--- config.mk ---
export PLATFORM = sky130hd
export DESIGN_NAME = bma_ctrl
export DESIGN_NICKNAME = d
export VERILOG_FILES = /design/src/rtl/bma_pkg.sv /design/src/rtl/bma_ctrl.sv
export VERILOG_INCLUDE_DIRS = /design/src /design/src/rtl
export SDC_FILE = /design/constraint.sdc
export NUM_CORES = 1
export LEC_CHECK = 0
export BUFFER_PORTS_ARGS = -buffer_cell sky130_fd_sc_hd__buf_2
export CAP_MARGIN = 20
export CORE_UTILIZATION = 42
export CTS_CLUSTER_DIAMETER = 200
export CTS_CLUSTER_SIZE = 12
export DETAILED_ROUTE_END_ITERATION = 10
export HOLD_SLACK_MARGIN = 0.05
export PLACE_DENSITY = 0.75
export SYNTH_ARGS = -nofsm -noshare
export SYNTH_HDL_FRONTEND = slang
export SYNTH_SLANG_ARGS = --single-unit
--- constraint.sdc ---
create_clock -name clk_i -period 4 [get_ports clk_i]
set_clock_uncertainty 0.05 [all_clocks]
set_input_delay 0.2 -clock clk_i [delete_from_list [all_inputs] [get_ports clk_i]]
set_output_delay 0.2 -clock clk_i [all_outputs]
set_load 0.02 [all_outputs]
--- src/rtl/block_map_allocator_defines.svh ---
// assertion macros of the block map allocator rtl, used by bma_ctrl
`ifndef BLOCK_MAP_ALLOCATOR_DEFINES_SVH
`define BLOCK_MAP_ALLOCATOR_DEFINES_SVH

// same-cycle implication
`define BMA_ASSERT(lbl, clk, rstn, ante, cons, msg) \
  lbl: assert property (@(posedge clk) disable iff (!rstn) (ante) |-> (cons)) \
    else $error(msg);

// next-cycle implication
`define BMA_ASSERT_NEXT(lbl, clk, rstn, ante, cons, msg) \
  lbl: assert property (@(posedge clk) disable iff (!rstn) (ante) |=> (cons)) \
    else $error(msg);

`endif

--- src/rtl/bma_pkg.sv ---
// types, constants and codes of the block map allocator
package bma_pkg;

  localparam int NUM_BLOCKS_DEF  = 1024;
  localparam int BLOCK_BYTES_DEF = 64;

  localparam int SIZE_W = 17;
  localparam int OFFS_W = 16;
  localparam int CHG_W  = 11;

  typedef enum logic {
    MODE_ALLOC = 1'b0,
    MODE_FREE  = 1'b1
  } bma_mode_e;

  typedef enum logic [1:0] {
    ST_OK     = 2'd0,
    ST_ZERO   = 2'd1,
    ST_NOROOM = 2'd2,
    ST_RANGE  = 2'd3
  } bma_status_e;

  typedef enum logic [2:0] {
    S_CLEAR,
    S_IDLE,
    S_DIV,
    S_SCAN,
    S_MARK,
    S_FREE_RD,
    S_CLR_RUN,
    S_RESULT
  } bma_state_e;

  typedef struct packed {
    bma_mode_e         mode;
    logic [SIZE_W-1:0] size_bytes;
    logic [OFFS_W-1:0] pool_offset;
  } bma_in_t;

  typedef struct packed {
    bma_status_e       status;
    logic [OFFS_W-1:0] block_offset;
    logic [CHG_W-1:0]  blocks_changed;
  } bma_out_t;

  typedef struct packed {
    logic              done;
    logic              rem_nz;
    logic [SIZE_W-1:0] quot;
  } bma_div_rsp_t;

endpackage

--- src/rtl/bma_ctrl.sv ---
// sequencer: clearing pass, first-fit scan, run marking and freeing
`include "block_map_allocator_defines.svh"
module bma_ctrl import bma_pkg::*; #(
  parameter int NUM_BLOCKS  = NUM_BLOCKS_DEF,
  parameter int BLOCK_BYTES = BLOCK_BYTES_DEF,
  parameter int IDX_W       = $clog2(NUM_BLOCKS),
  parameter int CNT_W       = $clog2(NUM_BLOCKS + 1)
) (
  input  logic              clk_i,
  input  logic              rst_ni,
  input  logic              in_valid_i,
  output logic              in_stall_o,
  input  bma_in_t           in_i,
  output logic              res_valid_o,
  input  logic              res_ready_i,
  output bma_out_t          res_o,
  output logic              div_start_o,
  output logic [SIZE_W-1:0] div_dividend_o,
  input  bma_div_rsp_t      div_rsp_i,
  output logic              wr_en_o,
  output logic [IDX_W-1:0]  wr_addr_o,
  output logic [CNT_W-1:0]  wr_data_o,
  output logic              rd_en_o,
  output logic [IDX_W-1:0]  rd_addr_o,
  input  logic [CNT_W-1:0]  rd_data_i
);

  localparam logic [31:0]      POOL_BYTES = 32'(NUM_BLOCKS) * 32'(BLOCK_BYTES);
  localparam logic [IDX_W-1:0] LAST_IDX   = IDX_W'(NUM_BLOCKS - 1);

  bma_state_e       state_q, state_d;
  logic [IDX_W-1:0] ptr_q, ptr_d;
  logic [IDX_W-1:0] base_q, base_d;
  logic [CNT_W-1:0] need_q, need_d;
  logic [CNT_W-1:0] run_q, run_d;
  logic [CNT_W-1:0] cnt_q, cnt_d;
  bma_mode_e        mode_q, mode_d;
  bma_out_t         res_q, res_d;

  logic [31:0]      need32, room32, off32, chg32;
  logic [CNT_W-1:0] run_n, room, len_c;

  assign need32 = 32'(div_rsp_i.quot) + 32'(div_rsp_i.rem_nz);
  assign run_n  = (rd_data_i == '0) ? run_q + CNT_W'(1) : '0;
  assign room32 = 32'(NUM_BLOCKS) - 32'(ptr_q);
  assign room   = room32[CNT_W-1:0];
  // a free never clears past the last block
  assign len_c  = (rd_data_i > room) ? room : rd_data_i;
  assign off32  = 32'(base_q) * 32'(BLOCK_BYTES);
  assign chg32  = 32'(need_q);

  always_comb begin
    state_d        = state_q;
    ptr_d          = ptr_q;
    base_d         = base_q;
    need_d         = need_q;
    run_d          = run_q;
    cnt_d          = cnt_q;
    mode_d         = mode_q;
    res_d          = res_q;
    in_stall_o     = 1'b1;
    div_start_o    = 1'b0;
    div_dividend_o = (in_i.mode == MODE_FREE) ? {1'b0, in_i.pool_offset}
                                              : in_i.size_bytes;
    wr_en_o        = 1'b0;
    wr_addr_o      = ptr_q;
    wr_data_o      = '0;
    rd_en_o        = 1'b0;
    rd_addr_o      = ptr_q;

    unique case (state_q)
      S_CLEAR: begin
        wr_en_o = 1'b1;
        if (ptr_q == LAST_IDX) begin
          ptr_d   = '0;
          state_d = S_IDLE;
        end else begin
          ptr_d = ptr_q + IDX_W'(1);
        end
      end
      S_IDLE: begin
        in_stall_o = 1'b0;
        if (in_valid_i) begin
          mode_d               = in_i.mode;
          res_d.block_offset   = '0;
          res_d.blocks_changed = '0;
          if (in_i.mode == MODE_ALLOC && in_i.size_bytes == '0) begin
            res_d.status = ST_ZERO;
            state_d      = S_RESULT;
          end else if (in_i.mode == MODE_FREE &&
                       32'(in_i.pool_offset) >= POOL_BYTES) begin
            res_d.status = ST_RANGE;
            state_d      = S_RESULT;
          end else begin
            div_start_o = 1'b1;
            state_d     = S_DIV;
          end
        end
      end
      S_DIV: begin
        if (div_rsp_i.done) begin
          if (mode_q == MODE_ALLOC) begin
            if (need32 > 32'(NUM_BLOCKS)) begin
              res_d.status = ST_NOROOM;
              state_d      = S_RESULT;
            end else begin
              need_d    = need32[CNT_W-1:0];
              run_d     = '0;
              ptr_d     = LAST_IDX;
              rd_en_o   = 1'b1;
              rd_addr_o = LAST_IDX;
              state_d   = S_SCAN;
            end
          end else begin
            ptr_d     = div_rsp_i.quot[IDX_W-1:0];
            rd_en_o   = 1'b1;
            rd_addr_o = div_rsp_i.quot[IDX_W-1:0];
            state_d   = S_FREE_RD;
          end
        end
      end
      S_SCAN: begin
        // rd_data_i is the entry at ptr_q; the next lower one is fetched meanwhile
        if (run_n >= need_q) begin
          base_d  = ptr_q;
          cnt_d   = need_q;
          state_d = S_MARK;
        end else if (ptr_q == '0) begin
          res_d.status = ST_NOROOM;
          state_d      = S_RESULT;
        end else begin
          run_d     = run_n;
          ptr_d     = ptr_q - IDX_W'(1);
          rd_en_o   = 1'b1;
          rd_addr_o = ptr_q - IDX_W'(1);
        end
      end
      S_MARK: begin
        wr_en_o   = 1'b1;
        wr_data_o = need_q;
        ptr_d     = ptr_q + IDX_W'(1);
        cnt_d     = cnt_q - CNT_W'(1);
        if (cnt_q == CNT_W'(1)) begin
          res_d.status         = ST_OK;
          res_d.block_offset   = off32[OFFS_W-1:0];
          res_d.blocks_changed = chg32[CHG_W-1:0];
          state_d              = S_RESULT;
        end
      end
      S_FREE_RD: begin
        need_d = len_c;
        cnt_d  = len_c;
        if (len_c == '0) begin
          res_d.status = ST_OK;
          state_d      = S_RESULT;
        end else begin
          state_d = S_CLR_RUN;
        end
      end
      S_CLR_RUN: begin
        wr_en_o = 1'b1;
        ptr_d   = ptr_q + IDX_W'(1);
        cnt_d   = cnt_q - CNT_W'(1);
        if (cnt_q == CNT_W'(1)) begin
          res_d.status         = ST_OK;
          res_d.blocks_changed = chg32[CHG_W-1:0];
          state_d              = S_RESULT;
        end
      end
      S_RESULT: begin
        if (res_ready_i) begin
          state_d = S_IDLE;
        end
      end
      default: begin
        state_d = S_IDLE;
      end
    endcase
  end

  assign res_valid_o = (state_q == S_RESULT);
  assign res_o       = res_q;

  always_ff @(posedge clk_i or negedge rst_ni) begin
    if (!rst_ni) begin
      state_q <= S_CLEAR;
      ptr_q   <= '0;
    end else begin
      state_q <= state_d;
      ptr_q   <= ptr_d;
    end
  end

  always_ff @(posedge clk_i) begin
    base_q <= base_d;
    need_q <= need_d;
    run_q  <= run_d;
    cnt_q  <= cnt_d;
    mode_q <= mode_d;
    res_q  <= res_d;
  end

  `BMA_ASSERT(a_idle_no_write, clk_i, rst_ni, state_q == S_IDLE, !wr_en_o,
              "map written while idle")
  `BMA_ASSERT(a_run_cnt_nz, clk_i, rst_ni, state_q == S_MARK || state_q == S_CLR_RUN,
              cnt_q != '0, "run count zero during write")
  `BMA_ASSERT(a_mark_len_nz, clk_i, rst_ni, state_q == S_MARK,
              need_q != '0 && cnt_q <= need_q, "bad mark length")
  `BMA_ASSERT_NEXT(a_res_to_idle, clk_i, rst_ni, res_valid_o && res_ready_i,
                   state_q == S_IDLE, "result taken but not idle")

endmodule

**Word level (Yosys, flattened, before mapping)**

Index checks and enable logic that the tools add are counted.

- Flip-flop bits (word level): 86
- ROM bits: 0
- Bits in writable memories: 0
- Latch bits: 0
- Memories kept: 0

- Multiply operators: 0
- $lt $le $gt $ge: 3
- Add/sub/neg operators: 6
- Reduce and logical (&&, ||, !) cells: 24
- Shift operators: 0
- Equality and inequality tests: 26
- Bitwise gates (word level): 1
- Div/mod/pow operators: 0
- Mux-type cells: 61

Operator list:

| cell | count |
|---|---|
| two-way mux 11 bit | 13 |
| one-hot mux 11 bit (3 select lines) | 2 |
| two-way mux 10 bit | 6 |
| two-way mux 29 bit | 2 |
| one-hot mux 11 bit (2 select lines) | 2 |
| one-hot mux 10 bit (4 select lines) | 1 |
| one-hot mux 16 bit (2 select lines) | 1 |
| two-way mux 3 bit | 10 |
| != test 2 bit (second input constant) | 14 |
| zero test 11 bit | 2 |
| one-hot mux 3 bit (7 select lines) | 1 |
| one-hot mux 10 bit (2 select lines) | 1 |
| adder 17 x 1 -> 18 bit | 1 |
| greater-than comparator 18 x 11 -> 1 bit (second input constant) | 1 |
| zero test 17 bit | 1 |
| two-way mux 17 bit | 1 |
| two-way mux 2 bit | 8 |
| equality test 3 bit (second input constant) | 4 |
| one-hot mux 2 bit (6 select lines) | 1 |
| AND reduction 6 bit | 2 |
| adder 11 x 1 -> 11 bit (second input constant) | 1 |
| equality test 11 x 1 -> 1 bit (second input constant) | 1 |
| greater-or-equal comparator 11 bit | 1 |
| greater-than comparator 11 bit | 1 |
| 25 further kinds | 43 |

**Logic depth before layout (Yosys ltp)**

- Depth in word-level cells: 6
- Mapped depth: 15
- Gate-level depth less buffers: 14

**Least setup slack after synthesis**

OpenSTA, ideal clock, no wires.

- Path kind: register to register
- Start point: register ptr_q[0], in the netlist wr_addr_o[0]
- End point: register res_q, in the netlist res_o[27], enable pin
- Path slack: 0.133 ns
- Stages on the path, launching flop included: 14
- Path buffers: 2
- Period minus slack after synthesis: 3.867 ns
- Data arrival time: 3.568 ns
- Setup time: 0.249 ns
- Cell sequence: dfrtp_1 -> clkbuf_1 -> inv_1 -> ha_1 -> or4b_4 -> or4_4 -> xnor2_2 -> ha_1 -> nand4_1 -> o31ai_1 -> o21a_1 -> buf_6 -> mux2_1 -> o211a_1

- Word-level cells in the longest chain between the ends: 6
- Elaborated cells on any way between the ends: 8

Ends and longest elaborated chain:

| item | line | text |
|---|---|---|
| start, declared | bma_ctrl.sv:32 | `logic [IDX_W-1:0] ptr_q, ptr_d;` |
| start signal, assigned | bma_ctrl.sv:190 | `ptr_q <= ptr_d;` |
| subtractor 11 x 10 -> 11 bit | bma_ctrl.sv:45 | `assign room32 = 32'(NUM_BLOCKS) - 32'(ptr_q);` |
| greater-than comparator 11 bit | bma_ctrl.sv:48 | `assign len_c = (rd_data_i > room) ? room : rd_data_i;` |
| two-way mux 11 bit | bma_ctrl.sv:48 |  |
| zero test 11 bit | bma_ctrl.sv:153 | `if (len_c == '0) begin` |
| != test 2 bit (no source line) | - |  |
| AND reduction 11 bit (no source line) (*) | - |  |
| end signal, assigned | bma_ctrl.sv:200 | `res_q <= res_d;` |
| end, declared | bma_ctrl.sv:38 | `bma_out_t res_q, res_d;` |

Mark *: on every way between the ends. The rest lies on a longest branch, timed or not.
A chain may end at the register's enable or synchronous reset.

**Worst setup path in the final report**

- Start point: register run_q[0]
- End point: output rd_addr_o[9]

- Word-level cells in the longest chain between the ends: 5

Ends and longest elaborated chain:

| item | line | text |
|---|---|---|
| start, declared | bma_ctrl.sv:35 | `logic [CNT_W-1:0] run_q, run_d;` |
| start signal, assigned | bma_ctrl.sv:197 | `run_q <= run_d;` |
| adder 11 x 1 -> 11 bit | bma_ctrl.sv:44 | `assign run_n = (rd_data_i == '0) ? run_q + CNT_W'(1) : '0;` |
| two-way mux 11 bit | bma_ctrl.sv:44 |  |
| named net run_n[8] | bma_ctrl.sv:41 | `logic [CNT_W-1:0] run_n, room, len_c;` |
| greater-or-equal comparator 11 bit | bma_ctrl.sv:124 | `if (run_n >= need_q) begin` |
| two-way mux 10 bit | bma_ctrl.sv:124 |  |
| one-hot mux 10 bit (2 select lines) | bma_ctrl.sv:71 | `unique case (state_q)` |
| end, declared | bma_ctrl.sv:24 | `output logic [IDX_W-1:0] rd_addr_o,` |

The timed path passes the listed nets, and every way through them passes these cells.

==> run metrics <==
IO Pins 150; first-pass GRT wire length slightly below 30 mm; XOR/XNOR Fraction of Synth Area just under 5%; fin crit period 3860 ps; PnR worst setup slack 140 ps; clk sinks 80; Routability Congestion 0.960; Std-Cell Rows 43; Avg WL per Cell 18.5 um; initial DRC count 822; post-synth top area share between 30% and 40%; commonest non-fill, non-tap cells in the layout buf_2 (143), nor2_1 (74), edfxtp_1 (67), nand2_1 (62), nor3_1 (36); final setup fails 0; placed inst area a little over 7000 um2; chip width 123 um; crit path kind reg2out; worst hold slack ~230 ps; synthesized instance count 700; Reg clk slew, reported paths 60 ps; CP endpoint kind primary output; simple-gate portion of the synthesized area 22.5%; pwr dens 679 nW/um2; largest net degree at the start of global routing 35; Max Freq ~0.26 GHz; cells along the critical path ha_1 -> nand3_1 -> nor2_4 -> nand3_1 -> xor2_1 -> nor2_1 -> ha_1 -> nand4_1 -> nor2_1 -> a21oi_4 -> a21oi_4 -> nor2_1 -> buf_4 -> a221oi_2 -> o211ai_1 -> buf_2; final non-filler cell area 7490 um2; Pins Over Slew Limit 0; Post-synth EDFFs 67; area occupied by registers between 2000 and 2500 um2; clk buf depth 2; worst vdd rail ir drop 375 uV; via/cell ratio 5.94; Yosys top cell by area edfxtp_1; post-route clock period utilization 96.5%; R2R setup slack 290 ps; Leak 0.00312 uW; placed insts 1016; layout cells sized above 1 between 20% and 30%; number of global-route vias before repair 5555; initial core utilization 43.7%; Area Overhead vs Synth 21.6%; # H-tree levels 3; dominant synthesized flop cell edfxtp_1; Synth warnings 0; Port Buf Inserts 143; DRC viols 0; CTS Buf Count 9; CTS tree yes; Synth cell types 72; Mean Syn Cell Area 8.81 um2; Worst EP required 3750 ps; Layout Nets 945; Finished Layout Cells between 1000 and 1500; Die Area around 15000 um2; Fillers 1313; CP Max Fanout 10; final hold vios 0; multi-input logic area 3560 um2; top post-synthesis cells by area edfxtp_1 (33%), ha_1 (5.7%), dfrtp_1 (5.3%), nor2_1 (4.6%), mux2_2 (3.8%); WL final 19.2 mm; largest family of logic cells by synthesized area simple AND/OR/NAND/NOR gates; RSZ-0062 raised after global routing true; synthesized-area fraction occupied by adder cells under 10%; die span in y roughly 120 um; status finished, final reports clean; Worst EP arrival 3610 ps; Antenna Nets Post-Route 0; Async S/R FF share, synth 16.3%; Max Cap Violations 0; DP Worst Slack 185 ps; CP dominant cell by count nor2_1; Slew @ Worst Pin 724 ps; Cell Area, Synth 6160 um2; core area 14100 um2; Tot Pwr 5090 uW; slowest stage delay, CP between 400 and 500 ps; highest-delay cell along the critical path edfxtp_1; initial antenna violation count 0; remaining global-route overflow 0; post-CTS setup buffer count 0; Worst slew margin 51.7%; most common cell after layout, fill and taps aside buf_2; via count 6146; number of diodes 0; CP bufs+invs 2; mux share of post-synthesis cell area under 10%; FF+latch count, synth 80; GRT Resource Usage Total 25.5%; Synth Area in Compound Gates between 15 and 20%; First-pass DRT Iterations 6; Clock Latency Late Sink ~340 ps; dpl hpwl 14.9 mm; clock tree root buffer cell clkbuf_16; critical path's top delay family simple AND/OR/NAND/NOR gates; register area share after synthesis 37.9%; Hold WC Path Type in2reg; Startpoint Class register
-- where the power goes --
part / total (uW) / switching (uW) / internal, uW
Sequential: 1500 / 226 / 1280
Clock: 775 / 352 / 423
Combinational: 2810 / 1830 / 977
-- cell type report --
class / count / area share, %
Clock buffer: 10 / 3.06
Inverter: 37 / 1.85
Multi-Input combinational cell: 546 / 47.5
Sequential cell: 80 / 31.2
Timing Repair Buffer: 175 / 12.8
Clock inverter: 6 / 0.601
Tap cell: 180 / 3.01
-- tightest hold or removal path, cell delays in order --
cell	delay, ps
buf_2	160
mux2_1	170
o31ai_2	60
-- final timing paths --
kind                                     startpoint                        to  cells after the start
max in group asynchronous                    rst_ni  wr_addr_o[2]$_DFFE_PN0P_                      2
min                                   rd_data_i[10]    state_q[0]$_DFFE_PN0P_                      3
min reg2reg                     base_q[0]$_DFFE_PP_   res_o[17]$_SDFFCE_PP0P_                      1
max reg2reg                wr_addr_o[0]$_DFFE_PN0P_       need_q[8]$_DFFE_PP_                     12
min in group asynchronous                    rst_ni  wr_addr_o[0]$_DFFE_PN0P_                      2
max                          run_q[0]$_SDFFCE_PN0P_              rd_addr_o[9]                     16
-- flip-flops by register name, indices dropped and copies added (netlist names) --
| signal | cells |
|---|---|
| wr_addr_o | 10 |
| need_q | 11 |
| mode_q | 1 |
| cnt_q | 11 |
| run_q | 11 |
| state_q | 3 |
| base_q | 10 |
| res_o | 23 |
-- layer usage --
layer / track usage (%) / share of wire (%) / up-vias
li1: - / - / 2888
met2: 39.0 / 46 / 354
met4: 10.3 / 2.7 / 0
met3: 5.44 / 11 / 48
met1: 35.1 / 41 / 2856
met5: 0 / 0 / -
-- cells by family (layout without fill, tap and decap cells) --
family                   count (synthesis)  after routing
XOR/XNOR                                33             33
multiplexers                            37             37
other                                    1              6
AND/OR/NAND/NOR                        280            280
adder cells (fa/ha/maj)                 30             30
flip-flops                              80             80
buffers and inverters                   79            228
AO/OA/AOI/OAI                          160            160
-- Yosys cell counts (all sizes together), types with 4 or more instances --
master,instances
nor2,75
edfxtp,67
nand2,63
o21ai,43
a21oi,37
nor3,37
inv,36
clkbuf,34
ha,28
nand3,27
mux2,24
xnor2,18
nor4,15
xor2,15
dfrtp,13
mux2i,13
o211ai,13
a211oi,12
and2,12
nand4,9
buf,8
and3,7
o22ai,7
o31ai,7
a21o,6
and4,5
a22oi,4
a31oi,4
nor3b,4
o21a,4
or2,4
-- metrics by stage --
stage               TNS (ps)  utilization, %
finish                     0            53.2
global route           -52.0            53.2
CTS                        0            52.9
detailed placement         0            50.8
global placement           0            50.8
floorplan                  0               -
-- repair_timing --
action | in CTS | in global routing
endpoints found under the hold margin | 13 | 0
resized for setup | 3 | 7
hold buffers | 1 | 0
setup endpoints to repair | 3 | 20
gates cloned | 0 | 0
Power figures use the tool's default switching activity.
