## src/rtl/block_map_allocator_defines.svh

```systemverilog
// assertion macros of the block map allocator rtl, used by bma_ctrl
`ifndef BLOCK_MAP_ALLOCATOR_DEFINES_SVH
`define BLOCK_MAP_ALLOCATOR_DEFINES_SVH

// same-cycle implication
`define BMA_ASSERT(lbl, clk, rstn, ante, cons, msg) \
  lbl: assert property (@(posedge clk) disable iff (!rstn) (ante) |-> (cons)) \
    else $error(msg);

// next-cycle implication
`define BMA_ASSERT_NEXT(lbl, clk, rstn, ante, cons, msg) \
  lbl: assert property (@(posedge clk) disable iff (!rstn) (ante) |=> (cons)) \
    else $error(msg);

`endif

```

## src/rtl/bma_pkg.sv

```systemverilog
// types, constants and codes of the block map allocator
package bma_pkg;

  localparam int NUM_BLOCKS_DEF  = 1024;
  localparam int BLOCK_BYTES_DEF = 64;

  localparam int SIZE_W = 17;
  localparam int OFFS_W = 16;
  localparam int CHG_W  = 11;

  typedef enum logic {
    MODE_ALLOC = 1'b0,
    MODE_FREE  = 1'b1
  } bma_mode_e;

  typedef enum logic [1:0] {
    ST_OK     = 2'd0,
    ST_ZERO   = 2'd1,
    ST_NOROOM = 2'd2,
    ST_RANGE  = 2'd3
  } bma_status_e;

  typedef enum logic [2:0] {
    S_CLEAR,
    S_IDLE,
    S_DIV,
    S_SCAN,
    S_MARK,
    S_FREE_RD,
    S_CLR_RUN,
    S_RESULT
  } bma_state_e;

  typedef struct packed {
    bma_mode_e         mode;
    logic [SIZE_W-1:0] size_bytes;
    logic [OFFS_W-1:0] pool_offset;
  } bma_in_t;

  typedef struct packed {
    bma_status_e       status;
    logic [OFFS_W-1:0] block_offset;
    logic [CHG_W-1:0]  blocks_changed;
  } bma_out_t;

  typedef struct packed {
    logic              done;
    logic              rem_nz;
    logic [SIZE_W-1:0] quot;
  } bma_div_rsp_t;

endpackage

```

## src/rtl/bma_div.sv

```systemverilog
// block count and remainder flag of a byte count, by shift and mask
module bma_div import bma_pkg::*; #(
  parameter int BLOCK_BYTES = BLOCK_BYTES_DEF
) (
  input  logic              clk_i,
  input  logic              rst_ni,
  input  logic              start_i,
  input  logic [SIZE_W-1:0] dividend_i,
  output bma_div_rsp_t      rsp_o
);

  // block size must be a power of two, which this block does not check; the quotient is a plain shift
  localparam int                RW       = $clog2(BLOCK_BYTES);
  localparam logic [SIZE_W-1:0] REM_MASK = SIZE_W'(BLOCK_BYTES - 1);

  logic              done_q;
  logic              rem_nz_q;
  logic [SIZE_W-1:0] quot_q;

  always_ff @(posedge clk_i or negedge rst_ni) begin
    if (!rst_ni) begin
      done_q <= 1'b0;
    end else begin
      done_q <= start_i;
    end
  end

  always_ff @(posedge clk_i) begin
    if (start_i) begin
      quot_q   <= dividend_i >> RW;
      rem_nz_q <= |(dividend_i & REM_MASK);
    end
  end

  assign rsp_o.done   = done_q;
  assign rsp_o.rem_nz = rem_nz_q;
  assign rsp_o.quot   = quot_q;

endmodule

```

## config.mk

```make
export PLATFORM = sky130hd
export DESIGN_NAME = bma_div
export DESIGN_NICKNAME = d
export VERILOG_FILES = /design/src/rtl/block_map_allocator_defines.svh /design/src/rtl/bma_pkg.sv /design/src/rtl/bma_div.sv
export SDC_FILE = /design/constraint.sdc
export NUM_CORES = 1
export LEC_CHECK = 0
export ABC_AREA = 1
export BUFFER_PORTS_ARGS = -buffer_cell sky130_fd_sc_hd__buf_2
export CORE_UTILIZATION = 35
export DETAILED_ROUTE_END_ITERATION = 10
export PLACE_DENSITY = 0.71
export REMOVE_ABC_BUFFERS = 1
export SYNTH_ARGS = -nofsm -noshare
export SYNTH_HDL_FRONTEND = slang
export SYNTH_SLANG_ARGS = --single-unit
```

## constraint.sdc

```tcl
create_clock -name clk_i -period 0.8 [get_ports clk_i]
set_clock_uncertainty 0.05 [all_clocks]
set_input_delay 0.04 -clock clk_i [delete_from_list [all_inputs] [get_ports clk_i]]
set_output_delay 0.04 -clock clk_i [all_outputs]
set_load 0.01 [all_outputs]
```

* Word level (Yosys, flattened, before mapping)
Cells that the tools add are included.
** Word-level totals
- Input bits :: 20
- Register bits :: 13
- Logic and storage cells :: 4
- Output and inout bits :: 19
** Operators by class
- Reductions and logical operators :: 1
** Operator list (count)
- 6-bit OR reduction :: 1

* Depth between registers and ports, before layout
Gate-level depths: netlist of the first run.
- Depth after elaboration :: 1
- Mapped depth :: 2
- Depth with buffers taken out :: 2

* Worst setup path after synthesis of the first run
OpenSTA, ideal clock, no wires.
- Kind :: register to output
- Start point :: reg rem_nz_q
- End point :: out rsp_o[17] in the netlist's numbering
- Arrival time :: 476 ps
- Slack :: 234 ps
- Buffers on the path :: 1
- Data required time :: 710 ps
- Stages on the path, launching flop included :: 2
- Cell sequence :: edfxtp_1 -> buf_4
** RTL lines
- from (decl) :: RTL line bma_div.sv:17 : logic rem_nz_q;
- from (signal assigned) :: RTL line bma_div.sv:31 : rem_nz_q <= |(dividend_i & REM_MASK);
- to (decl) :: RTL line bma_div.sv:9 : output bma_div_rsp_t rsp_o
No word-level cell between the ends.

* Worst setup path after layout of the first run
- Start point :: reg quot_q[5]
- End point :: out rsp_o[5] in the netlist's numbering
** RTL lines
- from (decl) :: RTL line bma_div.sv:18 : logic [SIZE_W-1:0] quot_q;
- from (signal assigned) :: RTL line bma_div.sv:30 : quot_q <= dividend_i >> RW;
No word-level cell between the ends.

==> key figures, run 1 <==
Clock network
  • Root Driver: clkbuf_4
  • Clock Sinks: 13
  • CTS Buf Count: 3
  • Post-CTS setup buffer count: 0
  • # H-tree levels: 1
  • # hold bufs at CTS: 13
  • Post-CTS sizing: 0
  • CTS clk-pin slew, worst paths: 0.07 ns
  • Bufs on Longest Clock Path: 2
  • CTS tree: built

Setup path
  • CP Cell Sequence: buf_2
  • Critical path's top delay family: flip-flops
  • Critical path's slowest cell: edfxtp_1
  • CP Class: register to output pin
  • CP bufs+invs: 1
  • WP depth: 1
  • CP startpoint kind: register
  • Worst-path fanout max: 1
  • Worst Path Arrival: 0.81 ns
  • Crit. End Element: output pin
  • Worst path max stage delay: 0.39 ns
  • Crit path required time: 0.71 ns

Layout
  • Nets: 93
  • Fillers: 97
  • Flip-flop and latch area: 385 um2
  • Share of cells above drive strength 1: 48.6%
  • Layout Utilization: 64.7%
  • Synthesis-to-finish area growth: 62.9%
  • Layout Cells excl Fill: 86
  • Multi-input gate area: 38.8 um2
  • # diodes: 0

Hold path
  • Hold path depth: 3
  • Hold endpoint: rem_nz_q$_DFFE_PP_
  • Hold path startpoint: dividend_i[4]
  • Min-delay worst type: input port to register

Timing
  • Final-report setup violation count: 13
  • Max Clk Rate: 1.11 GHz
  • Final setup TNS: -0.855 ns
  • Final hold slack: -0.0214 ns
  • Setup ws final: -0.103 ns
  • Unrepaired setup endpoints after global routing: true
  • Final Max Tran Viols: 0
  • Final period util: 113%
  • Final hold vios: 1
  • Fin crit period: 0.903 ns

Run status
  • Failing checks: negative hold slack, negative setup slack
  • Status: finished with violations

Power
  • Logic pwr share: 13.9%
  • Clock group share of total power: 28.2%
  • Cell Int Power: 1.10 mW
  • Power Total: 1.40 mW
  • Cell Pwr Density: 1840 nW/um2
  • Reg power frac: 57.9%
  • Switching power share of the total: 21.5%
  • P_leak: 0.350 nW
  • Net Switching: 0.301 mW
  • IR Drop Worst-Case VDD: 0.00118 V

Flow run
  • Max cap viols: 0

Yosys
  • Post-Syn Area per Cell: 17.9 um2
  • Flops & latches, synth: 13
  • Seq/Total Area, Yosys: 82.8%
  • Mapped Cells: 26
  • Post-Syn Area: 465 um2
  • Yosys cell types: 6
  • Synthesis Warnings: 0

Global routing
  • Met3 Resource Use GR: 4.65%
  • Vias in the first global route: 285
  • Total GRT Usage: 13.4%
  • Top Usage Layer GRT: met2
  • First-pass GRT wire length: 1240 um
  • M2 GR Usage: 22.0%
  • GR Util met1: 13.8%
  • Total grt overflow: 0
  • Pin count of the biggest net entering global routing: 14
  • Initial antenna violation count: 0

Detailed routing
  • Vias: 334
  • Initial DRT Pass Iterations: 2
  • 1st-iter DRT viols: 3
  • Detailed Route WL: 888 um
  • Post-DR wirelength/cell: 10.3 um
  • Antenna Nets Post-Route: 0
  • DRC: 0
  • Vias/cell: 3.88

Floorplanning
  • I/O Pins: 39
  • Core Area: 1170 um2
  • Die Ht: 38.5 um
  • Area of the die: 1480 um2
  • Rows: 12
  • Starting Density: 39.7%
  • Die width: 38.5 um

Placed design
  • GPL Wtd Cong: 0.642
  • Placed cells: 69
  • PortBufs: 32
-- stage by stage --
| step | setup WS (ns) | area, um2 |
|---|---|---|
| 2_1_floorplan | 0.306 | 424 |
| 3_3_place_gp | 0.137 | 602 |
| 3_5_place_dp | 0.112 | 602 |
| 4_1_cts | -0.102 | 758 |
| 5_1_grt | -0.131 | 758 |
| 6_report | -0.103 | 758 |
-- cell type report --
type	count	area share [%]
multi-input cells	10	5.12
repair buffers	45	38.3
well taps	14	2.31
flip-flops and latches	13	50.8
clock buffers	4	3.47
-- how the worst max path moves through the flow --
| stage | from | endpoint | slack, ns |
|---|---|---|---|
| floorplan | dividend_i[3] | rem_nz_q$_DFFE_PP_ | 0.31 |
| global placement | start_i | quot_q[2]$_DFFE_PP_ | 0.14 |
| detailed placement | start_i | quot_q[2]$_DFFE_PP_ | 0.11 |
| CTS | quot_q[5]$_DFFE_PP_ | rsp_o[5] | -0.10 |
| global route | quot_q[10]$_DFFE_PP_ | rsp_o[10] | -0.13 |
| finish | quot_q[5]$_DFFE_PP_ | rsp_o[5] | -0.10 |
-- cells in the mapped netlist --
cell | number | share of area, %
edfxtp_1 | 12 | 77
nand3_1 | 1 | 1.1
nor2_1 | 3 | 2.4
conb_1 | 1 | 0.81
dfrtp_1 | 1 | 5.4
buf_4 | 8 | 13
-- flip-flops by register name, indices dropped and copies added (netlist names) --
| register | count |
|---|---|
| done_q | 1 |
| quot_q | 11 |
| rem_nz_q | 1 |
-- power by group through the flow --
stage | Clock (mW) | Sequential (mW) | Combinational [mW]
floorplan | 0 | 0.855 | 0.0158
global placement | 0 | 0.823 | 0.143
detailed placement | 0 | 0.824 | 0.146
CTS | 0.407 | 0.808 | 0.195
global route | 0.447 | 0.813 | 0.213
finish | 0.394 | 0.809 | 0.195
-- metal layers --
layer / up-vias / wire length, um
met3: 0 / 110
met5: - / 0
met2: 29 / 456
li1: 167 / -
met4: 0 / 0
met1: 138 / 321
-- logic make-up after synthesis --
family / synth area share [%]
buffers and inverters: 12.9
DFF: 82.8
other: 0.806
and+or+nand+nor: 3.49
-- cells in the final DEF (no fill, tap or decap) --
cell / n
edfxtp_1: 12
conb_1: 6
buf_2: 32
dlygate4sd3_1: 13
clkbuf_4: 3
nand3_1: 1
nor2_1: 3
clkbuf_1: 1
dfrtp_1: 1
Note: power is estimated with default switching activity, not from simulation.
==> run 2, diff against run 1 <==
BUFFER_PORTS_ARGS = -buffer_cell sky130_fd_sc_hd__clkbuf_2   (was -buffer_cell sky130_fd_sc_hd__buf_2)
CORE_AREA = 2 2 39 41   (was not set)
CORE_UTILIZATION = not set   (was 35)
DIE_AREA = 0 0 41 43   (was not set)
clock period = 1.1 ns   (was 0.8 ns; I/O delays follow)
==> key figures, run 2 (synthesized netlist as in run 1, its figures left out) <==
Run status
  • Status: finished clean (was finished with violations)

Power
  • Net Switching: 0.213 mW (was 0.301 mW)
  • IR Drop Worst-Case VDD: 0.000615 V (was 0.00118 V)
  • Logic pwr share: 14.6% (was 13.9%)
  • P_leak: 0.365 nW (was 0.350 nW)
  • Switching power share of the total: 21.0% (was 21.5%)
  • Clock group share of total power: 27.3% (was 28.2%)
  • Cell Pwr Density: 1300 nW/um2 (was 1840 nW/um2)
  • Cell Int Power: 0.802 mW (was 1.10 mW)
  • Reg power frac: 58.1% (was 57.9%)

Detailed routing
  • Met3 WL post-DR: 139 um (was 110 um)
  • Initial DRT Pass Iterations: 1 (was 2)
  • 1st-iter DRT viols: 0 (was 3)
  • Highest routed layer: met4 (was met3)
  • Met1 wire length: 371 um (was 321 um)
  • Met2 WL: 436 um (was 456 um)
  • Antenna Nets Post-Route: 0 (unchanged)
  • Vias/cell: 3.96 (was 3.88)
  • Vias: 356 (was 334)
  • Detailed Route WL: 956 um (was 888 um)
  • DRC: 0 (unchanged)
  • Post-DR wirelength/cell: 10.6 um (was 10.3 um)

Setup path
  • Worst Path Arrival: 0.79 ns (was 0.81 ns)
  • Crit path required time: 1.00 ns (was 0.71 ns)
  • CP Class: register to output pin (unchanged)
  • CP bufs+invs: 1 (unchanged)
  • CP Cell Sequence: clkbuf_2 (was buf_2)
  • CP startpoint kind: register (unchanged)
  • Worst path max stage delay: 0.39 ns (about the same)
  • Worst-path fanout max: 1 (unchanged)
  • Critical path's slowest cell: edfxtp_1 (unchanged)
  • Critical path's top delay family: flip-flops (unchanged)
  • Crit. End Element: output pin (unchanged)

Floorplanning
  • Starting Density: 33.6% (was 39.7%)
  • Rows: 14 (was 12)
  • I/O Pins: 39 (unchanged)
  • Area of the die: 1760 um2 (was 1480 um2)
  • Core Area: 1380 um2 (was 1170 um2)
  • Die width: 41 um (was 38.5 um)
  • Die Ht: 43 um (was 38.5 um)

Clock network
  • CTS clk-pin slew, worst paths: 0.08 ns (was 0.07 ns)
  • Root Driver: clkbuf_4 (unchanged)
  • # H-tree levels: 1 (unchanged)
  • Bufs on Longest Clock Path: 2 (unchanged)
  • CTS tree: built (unchanged)
  • CTS Buf Count: 3 (unchanged)
  • Clock Sinks: 13 (unchanged)

Timing
  • Final Max Tran Viols: 0 (unchanged)
  • Final period util: 81.7%
  • Unrepaired setup endpoints after global routing: false (was true)
  • Fin crit period: 0.899 ns
  • Final setup TNS: 0 ns (was -0.855 ns)
  • Final hold slack: 0.0195 ns (was -0.0214 ns)
  • Final hold vios: 0 (was 1)
  • Max Clk Rate: 1.11 GHz
  • Final-report setup violation count: 0 (was 13)

Layout
  • Top reg by flops: quot_q (unchanged)
  • Max reg flops: 11 (unchanged)
  • Commonest non-fill, non-tap cells in the layout: clkbuf_2, dlygate4sd3_1, edfxtp_1, conb_1 (was buf_2, dlygate4sd3_1, edfxtp_1, conb_1)
  • Nets: 95 (was 93)
  • Synthesis-to-finish area growth: 67.7% (was 62.9%)
  • Commonest non-fill, non-tap cell in the layout: clkbuf_2 (was buf_2)
  • Top flop regs: quot_q: 11 flops, done_q: 1 flops, rem_nz_q: 1 flops (unchanged)
  • Share of cells above drive strength 1: 47.3% (was 48.6%)
  • # diodes: 0 (unchanged)

Hold path
  • Min-delay worst type: input port to register (unchanged)
  • Hold path startpoint: dividend_i[1] (was dividend_i[4])
  • Hold path depth: 3 (unchanged)
  • Hold endpoint: rem_nz_q$_DFFE_PP_ (unchanged)

Global routing
  • First-pass GRT wire length: 1480 um (was 1240 um)
  • Initial antenna violation count: 0 (unchanged)
  • Vias in the first global route: 376 (was 285)
  • Pin count of the biggest net entering global routing: 14 (unchanged)
  • Total GRT Usage: 13.6% (was 13.4%)
  • Total grt overflow: 0 (unchanged)

Placed design
  • GPL Wtd Cong: 0.600 (was 0.642)
  • PortBufs: 32 (unchanged)

Flow run
  • Max cap viols: 0 (unchanged)
[run 2: timing repair]
action	4_1_cts	5_1_grt
hold endpoints to repair	13	0
buffers inserted	0	0
hold buffers	15	0
gates resized for setup	0	0
[run 2: routing by layer]
layer | vias up | track usage [%]
met3 | 2 | 3.66
met1 | 144 | 15.0
met5 | - | 0
li1 | 172 | -
met4 | 0 | 10.0
met2 | 38 | 20.9
[run 2: cell type report]
type | instances | area [um2]
fillers | 119 | 603
flip-flops and latches | 13 | 385
repair buffers | 47 | 310
multi-input cells | 10 | 38.8
clock buffers | 4 | 26.3
well taps | 16 | 20.0
[run 2: how the worst max path moves through the flow]
stage	from	end	slack (ns)	cells after the start
6_report	quot_q[0]$_DFFE_PP_	rsp_o[0]	0.20	1
5_1_grt	dividend_i[0]	rem_nz_q$_DFFE_PP_	0.15	4
2_1_floorplan	dividend_i[3]	rem_nz_q$_DFFE_PP_	0.59	2
3_3_place_gp	start_i	quot_q[5]$_DFFE_PP_	0.40	1
3_5_place_dp	start_i	quot_q[7]$_DFFE_PP_	0.38	1
4_1_cts	rem_nz_q$_DFFE_PP_	rsp_o[17]	0.18	1
[run 2: per-stage QoR]
step / cell area [um2] / power [mW] / instances / utilization [%] / setup slack, ns
after floorplan: 424 / 0.633 / 23 / - / 0.591
after global placement: 604 / 0.706 / 71 / 43.7 / 0.399
after detailed placement: 604 / 0.708 / 71 / 43.7 / 0.381
after CTS: 781 / 1.03 / 90 / 56.4 / 0.182
after global routing: 781 / 1.07 / 90 / 56.4 / 0.155
final: 781 / 1.02 / 90 / 56.4 / 0.201
[run 2: power by group through the flow]
| stage | Sequential (mW) | Clock, mW | Combinational, mW |
|---|---|---|---|
| final | 0.590 | 0.277 | 0.148 |
| after floorplan | 0.622 | 0 | 0.0115 |
| after detailed placement | 0.602 | 0 | 0.107 |
| after global routing | 0.594 | 0.315 | 0.165 |
| after global placement | 0.601 | 0 | 0.105 |
| after CTS | 0.591 | 0.296 | 0.148 |
==> run 3, diff against run 2 <==
ABC_AREA = 0   (was 1)
CORE_AREA = not set   (was 2 2 39 41)
CORE_UTILIZATION = 32   (was not set)
DIE_AREA = not set   (was 0 0 41 43)
PLACE_DENSITY = 0.68   (was 0.71)
clock period = 0.8 ns   (was 1.1 ns; I/O delays follow)
==> key figures, run 3 <==
Run status
  • Status: finished with violations (was finished clean)
  • Failing checks: negative hold slack, negative setup slack

Layout
  • Top reg by flops: quot_q (unchanged)
  • Synthesis-to-finish area growth: 61.4% (was 67.7%)
  • Share of cells above drive strength 1: 50.0% (was 47.3%)
  • Layout Cells excl Fill: 85 (was 90)
  • Commonest non-fill, non-tap cell in the layout: clkbuf_2 (unchanged)
  • Commonest non-fill, non-tap cells in the layout: clkbuf_2, dlygate4sd3_1, edfxtp_1, conb_1, clkbuf_4 (was clkbuf_2, dlygate4sd3_1, edfxtp_1, conb_1)
  • Nets: 91 (was 95)
  • Layout Utilization: 56.7% (was 56.4%)
  • # diodes: 0 (unchanged)
  • Max reg flops: 11 (unchanged)
  • Top flop regs: quot_q: 11 flops, done_q: 1 flops, rem_nz_q: 1 flops (unchanged)

Yosys
  • Yosys cell types: 7 (was 6)
  • Flops & latches, synth: 13 (unchanged)
  • Synth area leader: edfxtp_1 (unchanged)
  • Async set-reset flop share out of synthesis: 7.69% (unchanged)
  • Post-Syn Area per Cell: 18.5 um2 (was 17.9 um2)
  • Top cell type's share of synthesized area: 77.8% (was 77.4%)
  • Most numerous cell in the Yosys netlist: edfxtp_1 (unchanged)
  • Number of synthesized flops with an enable pin: 12 (unchanged)
  • Mapped Cells: 25 (was 26)
  • Synthesis Warnings: 0 (unchanged)
  • Post-synth top flop: edfxtp_1 (unchanged)
  • Top cells by count, synth: edfxtp_1, buf_4 (was edfxtp_1, buf_4, nor2_1)
  • Top cells by area, synth: edfxtp_1, buf_4, dfrtp_1 (unchanged)
  • Post-Syn Area: 463 um2 (was 465 um2)
  • Seq/Total Area, Yosys: 83.2% (was 82.8%)

Placed design
  • Setup WS pre-CTS: 0.0321 ns (was 0.381 ns)
  • GPL Wtd Cong: 0.633 (was 0.600)
  • PortBufs: 32 (unchanged)
  • Placed cells: 69 (was 71)

Global routing
  • First-pass GRT wire length: 1100 um (was 1480 um)
  • Initial antenna violation count: 0 (unchanged)
  • Total grt overflow: 0 (unchanged)
  • Pin count of the biggest net entering global routing: 14 (unchanged)
  • Vias in the first global route: 293 (was 376)
  • Total GRT Usage: 11.3% (was 13.6%)

Timing
  • Max Clk Rate: 1.15 GHz
  • Final-report setup violation count: 13 (was 0)
  • Final Max Tran Viols: 0 (unchanged)
  • Final hold slack: -0.0257 ns (was 0.0195 ns)
  • Final hold vios: 1 (was 0)
  • Unrepaired setup endpoints after global routing: true (was false)
  • Setup ws final: -0.0731 ns (was 0.201 ns)
  • Fin crit period: 0.873 ns
  • Final period util: 109%

Clock network
  • # H-tree levels: 1 (unchanged)
  • CTS tree: built (unchanged)
  • CTS clk-pin slew, worst paths: 0.07 ns (was 0.08 ns)
  • Post-CTS setup buffer count: 0 (unchanged)
  • Clock Sinks: 13 (unchanged)
  • CTS Buf Count: 3 (unchanged)
  • Root Driver: clkbuf_4 (unchanged)
  • Post-CTS sizing: 0 (unchanged)
  • Bufs on Longest Clock Path: 2 (unchanged)
  • # hold bufs at CTS: 12 (was 15)

Power
  • Power Total: 1.38 mW (was 1.02 mW)
  • Cell Pwr Density: 1840 nW/um2 (was 1300 nW/um2)
  • IR Drop Worst-Case VDD: 0.00103 V (was 0.000615 V)
  • P_leak: 0.350 nW (was 0.365 nW)

Hold path
  • Min-delay worst type: input port to register (unchanged)
  • Hold path startpoint: dividend_i[4] (was dividend_i[1])
  • Hold path depth: 3 (unchanged)

Setup path
  • CP startpoint kind: register (unchanged)
  • CP Cell Sequence: clkbuf_2 (unchanged)
  • Launch point of the critical path: quot_q[0]$_DFFE_PP_ (unchanged)
  • CP Class: register to output pin (unchanged)
  • CP bufs+invs: 1 (unchanged)
  • Worst Path Arrival: 0.78 ns (was 0.79 ns)
  • Worst-path fanout max: 1 (unchanged)
  • Critical path's top delay family: flip-flops (unchanged)
  • Worst path max stage delay: 0.38 ns (was 0.39 ns)
  • WP depth: 1 (unchanged)
  • Crit path required time: 0.71 ns (was 1.00 ns)
  • Critical path's slowest cell: edfxtp_1 (unchanged)
  • Crit. End Element: output pin (unchanged)

Floorplanning
  • Starting Density: 35.1% (was 33.6%)
  • Core Area: 1320 um2 (was 1380 um2)
  • Area of the die: 1600 um2 (was 1760 um2)
  • I/O Pins: 39 (unchanged)
  • Die Ht: 40.0 um (was 43 um)
  • Rows: 13 (was 14)
  • Die width: 40.0 um (was 41 um)

Detailed routing
  • Vias: 332 (was 356)
  • Initial DRT Pass Iterations: 1 (unchanged)
  • Detailed Route WL: 789 um (was 956 um)
  • 1st-iter DRT viols: 0 (unchanged)
  • Vias/cell: 3.91 (was 3.96)
  • Antenna Nets Post-Route: 0 (unchanged)
  • DRC: 0 (unchanged)
  • Post-DR wirelength/cell: 9.28 um (was 10.6 um)

Flow run
  • Max cap viols: 0 (unchanged)
[run 3: changes by cell type in the layout (fill, tap and decap cells not counted)]
cell           before  now
nor2_1              3    1
dlygate4sd3_1      15   12
nor4_1              0    1
nand2_1             0    1
nand3_1             1    0
[run 3: path summary, 6_finish.rpt]
check / to / slack, ns
setup / recovery: rsp_o[0] / -0.07
hold / removal: rem_nz_q$_DFFE_PP_ / -0.03
max in group asynchronous: done_q$_DFF_PN0_ / 0.59
min in group asynchronous: done_q$_DFF_PN0_ / 0.03
[run 3: stage by stage]
stage	area, um2	hold slack (ns)	setup TNS [ns]
2_1_floorplan	422	-0.306	0
3_3_place_gp	601	-0.234	0
5_1_grt	747	-0.0286	-1.21
6_report	747	-0.0257	-0.616
4_1_cts	747	-0.0317	-0.787
3_5_place_dp	601	-0.234	0
[run 3: logic make-up after synthesis]
group / synth area share [%]
buf+inv: 13.0
flops: 83.2
other cells: 0.810
simple gates: 2.97
[run 3: metal layers]
metal,vias to the layer above,share of wire [%],wire (um),global-route usage [%]
li1,165,-,-,-
met1,146,35,279,12.0
met2,21,53,417,17.7
met3,0,12,92,3.33
met4,0,0,0,10.3
met5,-,0,0,0
[run 3: area by class of cell]
cell class	instances	area (um2)
clock buffer	4	26.3
fill	107	571
multi-input combinational	9	36.3
sequential	13	385
tap	15	18.8
timing repair buffer	44	280
[run 3: report_power, final]
part           switching, mW  internal [mW]  leakage [nW]
clock network          0.185          0.193        0.0150
registers             0.0121          0.798         0.129
logic                 0.0872          0.103         0.205
